## src/design/rau_pkg.sv

```systemverilog
// shared types and codes for the rational arithmetic unit
`default_nettype none
package rau_pkg;

  // operation codes
  localparam logic [2:0] OP_ADD   = 3'd0;
  localparam logic [2:0] OP_SUB   = 3'd1;
  localparam logic [2:0] OP_MUL   = 3'd2;
  localparam logic [2:0] OP_DIV   = 3'd3;
  localparam logic [2:0] OP_INV   = 3'd4;
  localparam logic [2:0] OP_SCALE = 3'd5;

  // status codes
  localparam logic [1:0] ST_OK   = 2'd0;
  localparam logic [1:0] ST_ZDEN = 2'd1;
  localparam logic [1:0] ST_OVF  = 2'd2;

  // request from the sequencer to the shift unit
  typedef struct packed {
    logic start;
    logic div_mode;
  } rau_req_t;

endpackage
`default_nettype wire

```

## src/design/rau_shunit.sv

```systemverilog
// bit-serial unsigned multiply / restoring divide unit, one bit per cycle
`default_nettype none
module rau_shunit #(
  parameter int WORD_WIDTH = 32
) (
  input  wire logic                      clk,
  input  wire logic                      rst_n,
  input  wire rau_pkg::rau_req_t         req,
  input  wire logic [WORD_WIDTH-1:0]     opx,
  input  wire logic [WORD_WIDTH-1:0]     opy,
  output logic                           done,
  output logic [2*WORD_WIDTH-1:0]        result
);

  localparam int W  = WORD_WIDTH;
  localparam int CW = $clog2(W);

  logic [2*W-1:0] p_r;
  logic [W-1:0]   y_r;
  logic           mode_r;
  logic           busy_r;
  logic           done_r;
  logic [CW-1:0]  cnt_r;

  logic [W:0]     msum;
  logic [W:0]     rsh;
  logic [W:0]     rdiff;
  logic           ge;

  // one step of either operation
  always_comb begin
    msum  = {1'b0, p_r[2*W-1:W]} + (p_r[0] ? {1'b0, y_r} : {(W+1){1'b0}});
    rsh   = {p_r[2*W-1:W], p_r[W-1]};
    rdiff = rsh - {1'b0, y_r};
    ge    = (rsh >= {1'b0, y_r});
  end

  always_ff @(posedge clk) begin
    if (!rst_n) begin
      busy_r <= 1'b0;
      done_r <= 1'b0;
      cnt_r  <= '0;
    end else begin
      done_r <= 1'b0;
      if (req.start) begin
        busy_r <= 1'b1;
        cnt_r  <= CW'(W - 1);
        mode_r <= req.div_mode;
        y_r    <= opy;
        p_r    <= {{W{1'b0}}, opx};
      end else if (busy_r) begin
        if (mode_r) begin
          p_r <= {(ge ? rdiff[W-1:0] : rsh[W-1:0]), p_r[W-2:0], ge};
        end else begin
          p_r <= {msum, p_r[W-1:1]};
        end
        if (cnt_r == '0) begin
          busy_r <= 1'b0;
          done_r <= 1'b1;
        end else begin
          cnt_r <= cnt_r - 1'b1;
        end
      end
    end
  end

  assign done   = done_r;
  assign result = p_r;

endmodule
`default_nettype wire

```

## src/design/rational_arithmetic_unit.sv

```systemverilog
// top level: sequencer around the shared shift unit
// Each transaction takes one item at a time. Invert and pass-through codes go from idle
// straight to the finish state. Every run of the shared unit has a start step,
// WORD_WIDTH bit steps and a registered done. Multiply, divide and scale
// run two (scale one) serial products. Add and subtract run Euclid's gcd on the absolute
// denominators (one serial division per remainder step, plus a check that sees the zero
// remainder), two more divisions for the lcm factors and three products; all of these
// runs use the single bit-serial multiply/divide unit. in_ready is high only while the
// sequencer is idle; a finished result waits in the output register.
`default_nettype none
module rational_arithmetic_unit #(
  parameter int WORD_WIDTH = 32
) (
  input  wire logic               clk,
  input  wire logic               rst_n,
  input  wire logic               in_valid,
  output logic                    in_ready,
  input  wire logic [2:0]         in_operation,
  input  wire logic signed [31:0] in_a_numerator,
  input  wire logic signed [31:0] in_a_denominator,
  input  wire logic signed [31:0] in_b_numerator,
  input  wire logic signed [31:0] in_b_denominator,
  input  wire logic signed [31:0] in_scale_factor,
  output logic                    out_valid,
  input  wire logic               out_ready,
  output logic signed [31:0]      out_result_numerator,
  output logic signed [31:0]      out_result_denominator,
  output logic [1:0]              out_status
);

  localparam int W = WORD_WIDTH;

  typedef enum logic [2:0] {
    S_IDLE, S_GCD, S_DIVKA, S_DIVKB, S_MUL0, S_MUL1, S_MUL2, S_FIN
  } state_t;

  function automatic logic [W-1:0] mag(input logic [W-1:0] v);
    return v[W-1] ? (~v + 1'b1) : v;
  endfunction

  state_t            state_r;
  logic              pend_r;
  logic [2:0]        op_r;
  logic [W-1:0]      an_r, ad_r, bn_r, bd_r, sf_r;
  logic [W-1:0]      x_r, y_r, ka_r, kb_r, t1_r, rn_r, rd_r;
  logic              ovf_r, zden_r;
  logic              out_valid_r;
  logic [31:0]       orn_r, ord_r;
  logic [1:0]        ost_r;

  logic [W-1:0]      i_an, i_ad, i_bn, i_bd;
  rau_pkg::rau_req_t req;
  logic [W-1:0]      opx, opy;
  logic              mneg;
  logic              u_done;
  logic [2*W-1:0]    u_res;
  logic [W-1:0]      mres, msum;
  logic              movf, sovf;
  logic              is_addsub;

  assign i_an = W'(in_a_numerator);
  assign i_ad = W'(in_a_denominator);
  assign i_bn = W'(in_b_numerator);
  assign i_bd = W'(in_b_denominator);
  assign is_addsub = (op_r == rau_pkg::OP_ADD) || (op_r == rau_pkg::OP_SUB);

  // operand selection for the shared unit
  always_comb begin
    // start a unit run once per entry into a work state and once per gcd remainder step, except a finished gcd
    req.start = pend_r && (state_r != S_IDLE) && (state_r != S_FIN) &&
                !((state_r == S_GCD) && (y_r == '0));
    opx  = '0;
    opy  = '0;
    mneg = 1'b0;
    req.div_mode = 1'b0;
    case (state_r)
      S_GCD: begin
        opx = x_r; opy = y_r; req.div_mode = 1'b1;
      end
      S_DIVKA: begin
        opx = mag(bd_r); opy = x_r; req.div_mode = 1'b1;
      end
      S_DIVKB: begin
        opx = mag(ad_r); opy = x_r; req.div_mode = 1'b1;
      end
      S_MUL0: begin
        if (is_addsub) begin
          opx = ka_r; opy = mag(ad_r);
        end else if (op_r == rau_pkg::OP_MUL) begin
          opx = mag(an_r); opy = mag(bn_r); mneg = an_r[W-1] ^ bn_r[W-1];
        end else if (op_r == rau_pkg::OP_DIV) begin
          opx = mag(an_r); opy = mag(bd_r); mneg = an_r[W-1] ^ bd_r[W-1];
        end else begin
          opx = mag(an_r); opy = mag(sf_r); mneg = an_r[W-1] ^ sf_r[W-1];
        end
      end
      S_MUL1: begin
        if (is_addsub) begin
          opx = mag(an_r); opy = ka_r; mneg = an_r[W-1] ^ ad_r[W-1];
        end else if (op_r == rau_pkg::OP_MUL) begin
          opx = mag(ad_r); opy = mag(bd_r); mneg = ad_r[W-1] ^ bd_r[W-1];
        end else begin
          opx = mag(ad_r); opy = mag(bn_r); mneg = ad_r[W-1] ^ bn_r[W-1];
        end
      end
      S_MUL2: begin
        opx = mag(bn_r); opy = kb_r; mneg = bn_r[W-1] ^ bd_r[W-1];
      end
      default: begin
        opx = '0;
      end
    endcase
  end

  rau_shunit #(.WORD_WIDTH(W)) u_shunit (
    .clk    (clk),
    .rst_n  (rst_n),
    .req    (req),
    .opx    (opx),
    .opy    (opy),
    .done   (u_done),
    .result (u_res)
  );

  // signed wrap and overflow of a product, and of the final sum
  always_comb begin
    mres = mneg ? (~u_res[W-1:0] + 1'b1) : u_res[W-1:0];
    movf = (u_res[2*W-1:W] != '0) ||
           (u_res[W-1] && !(mneg && (u_res[W-2:0] == '0)));
    msum = t1_r + mres;
    sovf = (t1_r[W-1] == mres[W-1]) && (msum[W-1] != t1_r[W-1]);
  end

  // sequencer and output register
  always_ff @(posedge clk) begin
    if (!rst_n) begin
      state_r     <= S_IDLE;
      pend_r      <= 1'b0;
      out_valid_r <= 1'b0;
    end else begin
      if (out_valid_r && out_ready) begin
        out_valid_r <= 1'b0;
      end
      if (req.start) begin
        pend_r <= 1'b0;
      end
      case (state_r)
        S_IDLE: begin
          if (in_valid) begin
            op_r   <= in_operation;
            an_r   <= i_an;
            ad_r   <= i_ad;
            bd_r   <= i_bd;
            sf_r   <= W'(in_scale_factor);
            zden_r <= 1'b0;
            pend_r <= 1'b1;
            if (in_operation == rau_pkg::OP_SUB) begin
              bn_r  <= ~i_bn + 1'b1;
              ovf_r <= (i_bn == {1'b1, {(W-1){1'b0}}});
            end else begin
              bn_r  <= i_bn;
              ovf_r <= 1'b0;
            end
            x_r <= mag(i_ad);
            y_r <= mag(i_bd);
            rn_r <= i_an;
            rd_r <= i_ad;
            case (in_operation)
              rau_pkg::OP_ADD, rau_pkg::OP_SUB: begin
                if ((i_ad == '0) || (i_bd == '0)) begin
                  rn_r   <= '0;
                  rd_r   <= '0;
                  zden_r <= 1'b1;
                  state_r <= S_FIN;
                end else begin
                  state_r <= S_GCD;
                end
              end
              rau_pkg::OP_MUL, rau_pkg::OP_DIV, rau_pkg::OP_SCALE: begin
                state_r <= S_MUL0;
              end
              rau_pkg::OP_INV: begin
                rn_r    <= i_ad;
                rd_r    <= i_an;
                state_r <= S_FIN;
              end
              default: begin
                state_r <= S_FIN;
              end
            endcase
          end
        end
        S_GCD: begin
          if (pend_r && (y_r == '0)) begin
            state_r <= S_DIVKA;
          end else if (u_done) begin
            x_r    <= y_r;
            y_r    <= u_res[2*W-1:W];
            pend_r <= 1'b1;
          end
        end
        S_DIVKA: begin
          if (u_done) begin
            ka_r    <= u_res[W-1:0];
            pend_r  <= 1'b1;
            state_r <= S_DIVKB;
          end
        end
        S_DIVKB: begin
          if (u_done) begin
            kb_r    <= u_res[W-1:0];
            pend_r  <= 1'b1;
            state_r <= S_MUL0;
          end
        end
        S_MUL0: begin
          if (u_done) begin
            ovf_r  <= ovf_r | movf;
            pend_r <= 1'b1;
            if (is_addsub) begin
              rd_r    <= mres;
              state_r <= S_MUL1;
            end else if (op_r == rau_pkg::OP_SCALE) begin
              rn_r    <= mres;
              state_r <= S_FIN;
            end else begin
              rn_r    <= mres;
              state_r <= S_MUL1;
            end
          end
        end
        S_MUL1: begin
          if (u_done) begin
            ovf_r  <= ovf_r | movf;
            pend_r <= 1'b1;
            if (is_addsub) begin
              t1_r    <= mres;
              state_r <= S_MUL2;
            end else begin
              rd_r    <= mres;
              state_r <= S_FIN;
            end
          end
        end
        S_MUL2: begin
          if (u_done) begin
            ovf_r   <= ovf_r | movf | sovf;
            rn_r    <= msum;
            state_r <= S_FIN;
          end
        end
        S_FIN: begin
          if (!out_valid_r || out_ready) begin
            out_valid_r <= 1'b1;
            orn_r <= 32'($signed(rn_r));
            ord_r <= 32'($signed(rd_r));
            ost_r <= zden_r ? rau_pkg::ST_ZDEN :
                     (ovf_r ? rau_pkg::ST_OVF : rau_pkg::ST_OK);
            pend_r  <= 1'b0;
            state_r <= S_IDLE;
          end
        end
        default: begin
          state_r <= S_IDLE;
        end
      endcase
    end
  end

  assign in_ready               = (state_r == S_IDLE);
  assign out_valid              = out_valid_r;
  assign out_result_numerator   = orn_r;
  assign out_result_denominator = ord_r;
  assign out_status             = ost_r;

endmodule
`default_nettype wire
```

## config.mk

```make
export PLATFORM = sky130hd
export DESIGN_NAME = rational_arithmetic_unit
export DESIGN_NICKNAME = d
export VERILOG_FILES = /design/src/design/rau_pkg.sv /design/src/design/rau_shunit.sv /design/src/design/rational_arithmetic_unit.sv
export SDC_FILE = /design/constraint.sdc
export NUM_CORES = 1
export LEC_CHECK = 0
export BUFFER_PORTS_ARGS = -buffer_cell sky130_fd_sc_hd__clkbuf_2
export CORE_UTILIZATION = 24
export CTS_CLUSTER_DIAMETER = 80
export DETAILED_ROUTE_END_ITERATION = 10
export GPL_TIMING_DRIVEN = 1
export PLACE_DENSITY_LB_ADDON = 0.1
export REMOVE_ABC_BUFFERS = 1
export SYNTH_ARGS = -nofsm -noshare
export SYNTH_HDL_FRONTEND = slang
export SYNTH_SLANG_ARGS = --single-unit
```

## constraint.sdc

```tcl
create_clock -name clk -period 18.5 [get_ports clk]
set_input_delay 3.7 -clock clk [delete_from_list [all_inputs] [get_ports clk]]
set_output_delay 3.7 -clock clk [all_outputs]
set_load 0.01 [all_outputs]
```

==> flow_summary.html, run 1 <==
<table>
<tr><th>Metric</th><th>Value</th></tr>
<tr><th colspan="2">CTS</th></tr>
<tr><td>CTS buffer count</td><td>79</td></tr>
<tr><td>H-tree level count</td><td>3</td></tr>
<tr><td>Clock transition at path regs</td><td>0.06 ns</td></tr>
<tr><td>Clock Sink Count</td><td>564</td></tr>
<tr><td>Clock latency reported for the late side of the worst-skew pair</td><td>0.70 ns</td></tr>
<tr><td>TritonCTS clock tree</td><td>built</td></tr>
<tr><td>Buffers inserted by post-CTS timing repair</td><td>0</td></tr>
<tr><td>CTS hold repair buffers</td><td>0</td></tr>
<tr><td>Root buffer cell</td><td>clkbuf_16</td></tr>
<tr><td>Number of gates resized after cts</td><td>0</td></tr>
<tr><td>Number of buffers on the longest clock path</td><td>3</td></tr>
<tr><th colspan="2">Synth</th></tr>
<tr><td>Yosys warning count</td><td>0</td></tr>
<tr><td>Cells taking the most area after synthesis</td><td>edfxtp_1 47%, xor2_1 4.8%, o21ai_0 4.3%, nand2_1 3.9%, ha_1 3.7%</td></tr>
<tr><td>Post-synthesis cell area</td><td>35,500 µm²</td></tr>
<tr><td>Primary FF master, synth</td><td>edfxtp_1</td></tr>
<tr><td>Async set-or-reset flop fraction in the synthesized netlist</td><td>0</td></tr>
<tr><td>Gate count after technology mapping</td><td>3,586</td></tr>
<tr><td>Top-area cell type share of the netlist area</td><td>0.467</td></tr>
<tr><td>Cell taking the most area after synthesis</td><td>edfxtp_1</td></tr>
<tr><td>Fraction of the yosys area taken by sequential cells</td><td>0.474</td></tr>
<tr><td>Post-synthesis area per instance</td><td>approximately 9.9 µm²</td></tr>
<tr><td>Number of synthesized register bits</td><td>564</td></tr>
<tr><td>Count of different cell masters after synthesis</td><td>83</td></tr>
<tr><td>Post-synth EDFFs</td><td>552</td></tr>
<tr><th colspan="2">Routing</th></tr>
<tr><td>Detailed-route DRC error count</td><td>0</td></tr>
<tr><td>Pre-antenna DRT Iters</td><td>5</td></tr>
<tr><td>Average wire length per cell after detail routing</td><td>~28 µm</td></tr>
<tr><td>Wire length after detailed routing</td><td>161,000 µm</td></tr>
<tr><td>First-iteration detailed-routing DRC count</td><td>2,669</td></tr>
<tr><td>Via count</td><td>30,600</td></tr>
<tr><td>Detail-routed via count per cell</td><td>around 5.3</td></tr>
<tr><td>Antenna viol nets, final</td><td>0</td></tr>
<tr><th colspan="2">Placement</th></tr>
<tr><td>Setup Slack @ Placement</td><td>11.10 ns</td></tr>
<tr><td>Sum of net half-perimeters after detailed placement</td><td>121,000 µm</td></tr>
<tr><td>GP Congestion</td><td>between 0.9 and 1</td></tr>
<tr><td>Buffers on Ports</td><td>234</td></tr>
<tr><th colspan="2">Power</th></tr>
<tr><td>Share of total power in the clock network</td><td>0.262</td></tr>
<tr><td>Power Internal</td><td>3.43 mW</td></tr>
<tr><td>Pwr Total</td><td>5.93 mW</td></tr>
<tr><td>Switching Fraction</td><td>0.422</td></tr>
<tr><td>Net switching power figure</td><td>between 2 and 3 mW</td></tr>
<tr><td>Power Dens Cells</td><td>143 nW/µm²</td></tr>
<tr><td>Max rail drop VDD</td><td>0.0928 mV</td></tr>
<tr><td>Fraction of power consumed by sequential logic</td><td>0.340</td></tr>
<tr><td>Leakage power</td><td>14.5 nW</td></tr>
<tr><td>Combinational share of power</td><td>0.398</td></tr>
<tr><th colspan="2">Setup path</th></tr>
<tr><td>Sort of element at the end of the critical path</td><td>register</td></tr>
<tr><td>Critical Path Fanout Max</td><td>62</td></tr>
<tr><td>Worst setup path class</td><td>primary input to register</td></tr>
<tr><td>Worst reg2reg endpoint</td><td>rn_r[23]$_DFFE_PP_</td></tr>
<tr><td>Worst reg2reg path startpoint</td><td>state_r[2]$_SDFFE_PN0P_</td></tr>
<tr><td>Endpoint required time on the critical path</td><td>18.91 ns</td></tr>
<tr><td>Number of cells on the worst reg-to-reg path</td><td>19</td></tr>
<tr><td>Sort of element at the start of the critical path</td><td>primary input</td></tr>
<tr><td>Arrival time of the worst setup path</td><td>7.18 ns</td></tr>
<tr><td>Reg2Reg Setup Slack</td><td>12.49 ns</td></tr>
<tr><th colspan="2">Timing</th></tr>
<tr><td>Final critical-path setup slack</td><td>between 10 and 15 ns</td></tr>
<tr><td>Transition time of the tightest slew-check pin</td><td>1.10 ns</td></tr>
<tr><td>F_max</td><td>roughly 150 MHz</td></tr>
<tr><td>Share of the clock period used by the worst path after layout</td><td>0.366</td></tr>
<tr><td>Setup Total Neg Slack</td><td>0 ns</td></tr>
<tr><td># setup viols final</td><td>0</td></tr>
<tr><td>Minimum clock period</td><td>6.77 ns</td></tr>
<tr><td>Min Hold Slack</td><td>0.418 ns</td></tr>
<tr><td>Final number of max-transition violations</td><td>0</td></tr>
<tr><td>Setup repair after global routing missed its margin</td><td>false</td></tr>
<tr><td>Hold Violations, Final</td><td>0</td></tr>
<tr><td>Relative slew slack</td><td>0.262</td></tr>
<tr><td>Largest clock skew in the final design</td><td>0.0436 ns</td></tr>
<tr><th colspan="2">Floorplan</th></tr>
<tr><td>Cell Rows</td><td>140</td></tr>
<tr><td>Overall die width</td><td>386 µm</td></tr>
<tr><td>Number of primary I/O pins</td><td>~240</td></tr>
<tr><td>Starting Density</td><td>0.243</td></tr>
<tr><td>Chip Height</td><td>386 µm</td></tr>
<tr><td>Standard cell core area</td><td>146,000 µm²</td></tr>
<tr><td>Overall die area</td><td>roughly 150,000 µm²</td></tr>
<tr><th colspan="2">Global route</th></tr>
<tr><td>Via count of the first global-routing pass</td><td>approximately 30,000</td></tr>
<tr><td>Antenna violations before repair</td><td>10</td></tr>
<tr><td>Wire length of the first global-routing pass</td><td>225,000 µm</td></tr>
<tr><td>Total congestion overflow after global routing</td><td>0</td></tr>
<tr><td>Total GRT Usage</td><td>0.211</td></tr>
<tr><td>Pin count of the biggest net entering global routing</td><td>between 100 and 150</td></tr>
<tr><th colspan="2">Finish</th></tr>
<tr><td>Commonest non-fill, non-tap cell in the layout</td><td>edfxtp_1</td></tr>
<tr><td>Area growth, synth to finish</td><td>17.3%</td></tr>
<tr><td>Fraction of final layout cells sized beyond drive strength 1</td><td>0.131</td></tr>
<tr><td>Utilization after layout</td><td>0.285</td></tr>
<tr><td>Most frequent cells in the layout</td><td>552 x edfxtp_1, 362 x nand2_1, 303 x o21ai_0</td></tr>
<tr><td>Flip-flop count of the largest register after layout</td><td>64</td></tr>
<tr><td>Nets</td><td>4,054</td></tr>
<tr><th colspan="2">Hold path</th></tr>
<tr><td>Cell depth of the worst hold path</td><td>0</td></tr>
<tr><td>Hold crit path type</td><td>register to register</td></tr>
<tr><td>Worst hold endpoint</td><td>out_result_numerator[29]$_DFFE_PP_</td></tr>
<tr><td>Critical hold path startpoint</td><td>rn_r[29]$_DFFE_PP_</td></tr>
<tr><th colspan="2">Status</th></tr>
<tr><td>Status</td><td>finished, final reports clean</td></tr>
<tr><th colspan="2">Flow run</th></tr>
<tr><td>Max-cap violations</td><td>0</td></tr>
</table>
## power groups by stage
stage               combinational [mW]  clock, mW  sequential (mW)
global placement                  2.36          0             2.04
floorplan                         1.45          0             1.99
detailed placement                2.36          0             2.04
finish                            2.36       1.56             2.02
global route                      2.57       1.64             2.03
CTS                               2.37       1.60             2.01
## critical path, stage by stage
cell	delay, ns
clkbuf_2	0.12
inv_1	0.08
ha_1	0.16
or3b_2	0.46
or3_1	0.39
nand2b_1	0.31
nor2_1	0.19
nand3_1	0.18
o41ai_2	0.61
nand2_2	0.08
buf_4	0.32
a221oi_1	0.38
a21oi_1	0.06
## final cells by class
class	instances	area [µm²]
antenna	3	7.51
clock buffer	94	2080
clock inverter	53	497
fill	15600	105000
inverter	89	334
multi-input combinational	2730	17700
sequential	564	16800
tap	1917	2400
timing repair buffer	314	1780
## per-stage QoR
step | cell area, µm² | instances
final | 41600 | 5764
after floorplan | 34700 | 3383
after detailed placement | 39000 | 5614
after CTS | 41600 | 5761
after global routing | 41600 | 5762
after global placement | 39000 | 5614
## Yosys cell counts, drive strengths merged (8+ instances only)
cell and count:
a2111oi 10, a211oi 55, a21boi 10, a21o 47
a21oi 232, a221oi 59, a22oi 54, a31oi 62
and2 28, and3 16, buf 31, clkbuf 172
dfxtp 12, edfxtp 552, ha 106, inv 88
mux2 8, mux2i 49, nand2 364, nand2b 43
nand3 89, nand3b 14, nand4 22, nor2 278
nor2b 27, nor3 44, nor3b 11, nor4 53
o2111ai 11, o211ai 36, o21a 15, o21ai 309
o21bai 14, o221ai 15, o22ai 31, o31ai 72
o41ai 43, or2 12, or3 29, or4 35
xnor2 142, xor2 194
## worst max-delay path by stage
stage | depth (start not counted) | slack (ns) | start | endpoint
3_3_place_gp | 13 | 11.16 | in_a_denominator[0] | rn_r[3]$_DFFE_PP_
2_1_floorplan | 2 | 3.78 | rst_n | x_r[0]$_DFFE_PP_
5_1_grt | 13 | 11.50 | in_a_denominator[0] | rn_r[3]$_DFFE_PP_
4_1_cts | 13 | 11.85 | in_a_denominator[0] | rn_r[24]$_DFFE_PP_
3_5_place_dp | 13 | 11.10 | in_a_denominator[0] | rn_r[2]$_DFFE_PP_
6_report | 13 | 11.73 | in_a_denominator[0] | rn_r[3]$_DFFE_PP_
## routing by layer
| metal | vias to the layer above | track usage | share of wire |
|---|---|---|---|
| met3 | 201 | 0.0320 | 0.058 |
| met2 | 980 | 0.355 | 0.48 |
| met1 | 15400 | 0.274 | 0.43 |
| li1 | 14100 | - | - |
| met5 | - | 0 | 0.00024 |
| met4 | 6 | 0.0678 | 0.028 |
## cell families after synthesis
kind of cell | synth area share
muxes | 0.0164
xor gates and xnor gates | 0.0830
adders and majority gates | 0.0391
AOI/OAI and AO/OA | 0.209
DFF | 0.474
buffers and inverters | 0.0312
and+or+nand+nor | 0.147
Note: power is estimated with default switching activity, not from simulation.
==> inputs of run 2 (changes only) <==
Clock period 18.5 ns to 6.2 ns, I/O delays scaled along.
==> run 2 against run 1 <==
Compared with the run above: critical endpoint is now rn_r[23]$_DFFE_PP_; wire length fell by 0.85%; sequential power rose to 3.0 times the previous value; critical path depth rose by 3; worst hold slack got worse by 0.0027 ns; register-to-register slack got worse by 12 ns; setup slack got worse by 11 ns; clock power rose to 2.9 times the previous value.
==> flow_summary.html, run 2 (synthesis results as in run 1) <==
<table>
<tr><th>Metric</th><th>Value</th></tr>
<tr><th colspan="2">Finish</th></tr>
<tr><td>Nets</td><td>about 4,100</td></tr>
<tr><td>Utilization after layout</td><td>0.285</td></tr>
<tr><td>Most frequent cells in the layout</td><td>552 x edfxtp_1, 362 x nand2_1, 303 x o21ai_0</td></tr>
<tr><td>Area growth, synth to finish</td><td>17.4%</td></tr>
<tr><td>Fraction of final layout cells sized beyond drive strength 1</td><td>0.130</td></tr>
<tr><td>Commonest non-fill, non-tap cell in the layout</td><td>edfxtp_1</td></tr>
<tr><td>Flip-flop count of the largest register after layout</td><td>64</td></tr>
<tr><td>Number of cells in the finished layout apart from fillers</td><td>5,762</td></tr>
<tr><th colspan="2">Timing</th></tr>
<tr><td>Final critical-path setup slack</td><td>0.541 ns</td></tr>
<tr><td>F_max</td><td>177 MHz</td></tr>
<tr><td>Share of the clock period used by the worst path after layout</td><td>0.913</td></tr>
<tr><td>Transition time of the tightest slew-check pin</td><td>1.18 ns</td></tr>
<tr><td>Final number of max-transition violations</td><td>0</td></tr>
<tr><td>Setup repair after global routing missed its margin</td><td>false</td></tr>
<tr><td>Min Hold Slack</td><td>0.415 ns</td></tr>
<tr><td>Setup Total Neg Slack</td><td>0 ns</td></tr>
<tr><td># setup viols final</td><td>0</td></tr>
<tr><td>Minimum clock period</td><td>5.66 ns</td></tr>
<tr><td>Hold Violations, Final</td><td>0</td></tr>
<tr><td>Largest clock skew in the final design</td><td>0.0433 ns</td></tr>
<tr><td>Relative slew slack</td><td>0.211</td></tr>
<tr><th colspan="2">CTS</th></tr>
<tr><td>CTS hold repair buffers</td><td>0</td></tr>
<tr><td>CTS buffer count</td><td>80</td></tr>
<tr><td>Clock latency reported for the late side of the worst-skew pair</td><td>0.70 ns</td></tr>
<tr><td>Clock transition at path regs</td><td>0.07 ns</td></tr>
<tr><td>Number of gates resized after cts</td><td>0</td></tr>
<tr><td>Buffers inserted by post-CTS timing repair</td><td>0</td></tr>
<tr><td>TritonCTS clock tree</td><td>built</td></tr>
<tr><td>H-tree level count</td><td>3</td></tr>
<tr><td>Number of buffers on the longest clock path</td><td>3</td></tr>
<tr><td>Root buffer cell</td><td>clkbuf_16</td></tr>
<tr><td>Clock Sink Count</td><td>564</td></tr>
<tr><th colspan="2">Power</th></tr>
<tr><td>Net switching power figure</td><td>roughly 7.4 mW</td></tr>
<tr><td>Combinational share of power</td><td>0.399</td></tr>
<tr><td>Power Internal</td><td>10.3 mW</td></tr>
<tr><td>Power Dens Cells</td><td>roughly 420 nW/µm²</td></tr>
<tr><td>Switching Fraction</td><td>0.418</td></tr>
<tr><td>Leakage power</td><td>14.5 nW</td></tr>
<tr><td>Share of total power in the clock network</td><td>0.260</td></tr>
<tr><td>Max rail drop VDD</td><td>0.217 mV</td></tr>
<tr><td>Fraction of power consumed by sequential logic</td><td>0.341</td></tr>
<tr><th colspan="2">Global route</th></tr>
<tr><td>Total GRT Usage</td><td>0.208</td></tr>
<tr><td>Wire length of the first global-routing pass</td><td>222,000 µm</td></tr>
<tr><td>Total congestion overflow after global routing</td><td>0</td></tr>
<tr><td>Via count of the first global-routing pass</td><td>29,300</td></tr>
<tr><td>Pin count of the biggest net entering global routing</td><td>98</td></tr>
<tr><td>Antenna violations before repair</td><td>7</td></tr>
<tr><th colspan="2">Placement</th></tr>
<tr><td>GP Congestion</td><td>0.879</td></tr>
<tr><td>Buffers on Ports</td><td>234</td></tr>
<tr><td>Setup Slack @ Placement</td><td>0.685 ns</td></tr>
<tr><td>Sum of net half-perimeters after detailed placement</td><td>121,000 µm</td></tr>
<tr><td>Placed cell count</td><td>5,617</td></tr>
<tr><th colspan="2">Floorplan</th></tr>
<tr><td>Overall die area</td><td>149,000 µm²</td></tr>
<tr><td>Overall die width</td><td>386 µm</td></tr>
<tr><td>Number of primary I/O pins</td><td>235</td></tr>
<tr><td>Standard cell core area</td><td>approximately 150,000 µm²</td></tr>
<tr><td>Starting Density</td><td>0.243</td></tr>
<tr><td>Chip Height</td><td>386 µm</td></tr>
<tr><td>Cell Rows</td><td>140</td></tr>
<tr><th colspan="2">Routing</th></tr>
<tr><td>Wire length after detailed routing</td><td>around 160,000 µm</td></tr>
<tr><td>Detailed-route DRC error count</td><td>0</td></tr>
<tr><td>Average wire length per cell after detail routing</td><td>27.6 µm</td></tr>
<tr><td>First-iteration detailed-routing DRC count</td><td>2,847</td></tr>
<tr><td>Detail-routed via count per cell</td><td>between 5 and 6</td></tr>
<tr><td>Antenna viol nets, final</td><td>0</td></tr>
<tr><td>Pre-antenna DRT Iters</td><td>6</td></tr>
<tr><td>Via count</td><td>approximately 30,000</td></tr>
<tr><th colspan="2">Setup path</th></tr>
<tr><td>Crit-path cells</td><td>a21o_1, a221oi_1, mux2i_1, o211ai_1, buf_4, o21ai_0, ha_1, a211oi_1, o21bai_1, a21oi_1, o21ai_0, a21boi_0, o22ai_1, mux2i_1, o21ai_0, a21oi_1</td></tr>
<tr><td>Delay of the slowest critical-path stage</td><td>~0.62 ns</td></tr>
<tr><td>Kind of cell adding the most delay to the critical path</td><td>compound AO/OA/AOI/OAI gates</td></tr>
<tr><td>Arrival time of the worst setup path</td><td>slightly above 6 ns</td></tr>
<tr><td>Critical-path cell with the highest stage delay</td><td>edfxtp_1</td></tr>
<tr><td>Number of buffers and inverters on the critical path</td><td>1</td></tr>
<tr><td>Worst setup path class</td><td>register to register</td></tr>
<tr><td>Reg2Reg Setup Slack</td><td>approximately 0.54 ns</td></tr>
<tr><td>Sort of element at the end of the critical path</td><td>register</td></tr>
<tr><td>Dominant cell type by count on the critical path</td><td>o21ai_0</td></tr>
<tr><td>Endpoint required time on the critical path</td><td>about 6.6 ns</td></tr>
<tr><td>Critical Path Fanout Max</td><td>28</td></tr>
<tr><td>Sort of element at the start of the critical path</td><td>register</td></tr>
<tr><th colspan="2">Hold path</th></tr>
<tr><td>Hold crit path type</td><td>register to register</td></tr>
<tr><th colspan="2">Status</th></tr>
<tr><td>Status</td><td>finished, final reports clean</td></tr>
<tr><th colspan="2">Flow run</th></tr>
<tr><td>Max-cap violations</td><td>0</td></tr>
</table>
[run 2: cell types whose count changed in the layout (fill, tap and decap cells not counted), moves of 2 or more]
| cell | change |
|---|---|
| clkbuf_1 | +5 |
| buf_12 | +4 |
| clkinv_1 | -4 |
| clkinv_4 | -4 |
| clkinvlp_4 | -4 |
| clkbuf_8 | +3 |
| clkinv_2 | -3 |
| clkbuf_16 | +2 |
| diode_2 | +2 |
[run 2: area by class of cell]
cell class | instances | area (µm²)
Antenna cell | 5 | 12.5
Timing Repair Buffer | 317 | 1860
Tap cell | 1917 | 2400
Inverter | 89 | 334
Clock inverter | 36 | 359
Multi-Input combinational cell | 2730 | 17700
Clock buffer | 104 | 2190
Fill cell | 15500 | 104000
Sequential cell | 564 | 16800
[run 2: through the flow]
| step | power (mW) | cell area, µm² |
|---|---|---|
| 3_3_place_gp | 13.2 | 39100 |
| 6_report | 17.7 | 41600 |
| 2_1_floorplan | 10.2 | 34700 |
| 4_1_cts | 17.8 | 41600 |
| 5_1_grt | 18.6 | 41600 |
| 3_5_place_dp | 13.1 | 39100 |
[run 2: power by group through the flow]
stage / sequential, mW / combinational, mW / clock (mW)
floorplan: 5.93 / 4.31 / 0
global placement: 6.10 / 7.07 / 0
detailed placement: 6.08 / 7.04 / 0
CTS: 6.01 / 7.07 / 4.71
global route: 6.07 / 7.67 / 4.83
finish: 6.02 / 7.05 / 4.59
[run 2: path summary, 6_finish.rpt]
| path | from | end | cells past startpoint |
|---|---|---|---|
| setup / recovery | op_r[2]$_DFFE_PP_ | rn_r[23]$_DFFE_PP_ | 16 |
| hold / removal | rd_r[27]$_DFFE_PP_ | out_result_denominator[27]$_DFFE_PP_ | 0 |
| setup reg to reg | op_r[2]$_DFFE_PP_ | rn_r[23]$_DFFE_PP_ | 16 |
| hold reg to reg | rd_r[27]$_DFFE_PP_ | out_result_denominator[27]$_DFFE_PP_ | 0 |
[run 2: worst reg2reg max path, stage by stage, from the launching register on]
cell,delay [ns]
edfxtp_1,0.62
a21o_1,0.30
a221oi_1,0.40
mux2i_1,0.28
o211ai_1,0.20
buf_4,0.29
o21ai_0,0.55
ha_1,0.37
a211oi_1,0.28
o21bai_1,0.15
a21oi_1,0.48
o21ai_0,0.35
a21boi_0,0.57
o22ai_1,0.19
mux2i_1,0.15
o21ai_0,0.18
a21oi_1,0.06
[run 2: routing by layer]
| metal | vias to the layer above | global-route usage | part of all wire |
|---|---|---|---|
| li1 | 14100 | - | - |
| met1 | 15200 | 0.278 | 0.44 |
| met2 | 1077 | 0.343 | 0.47 |
| met3 | 214 | 0.0315 | 0.062 |
| met4 | 6 | 0.0666 | 0.030 |
| met5 | - | 0.00520 | 0.00087 |
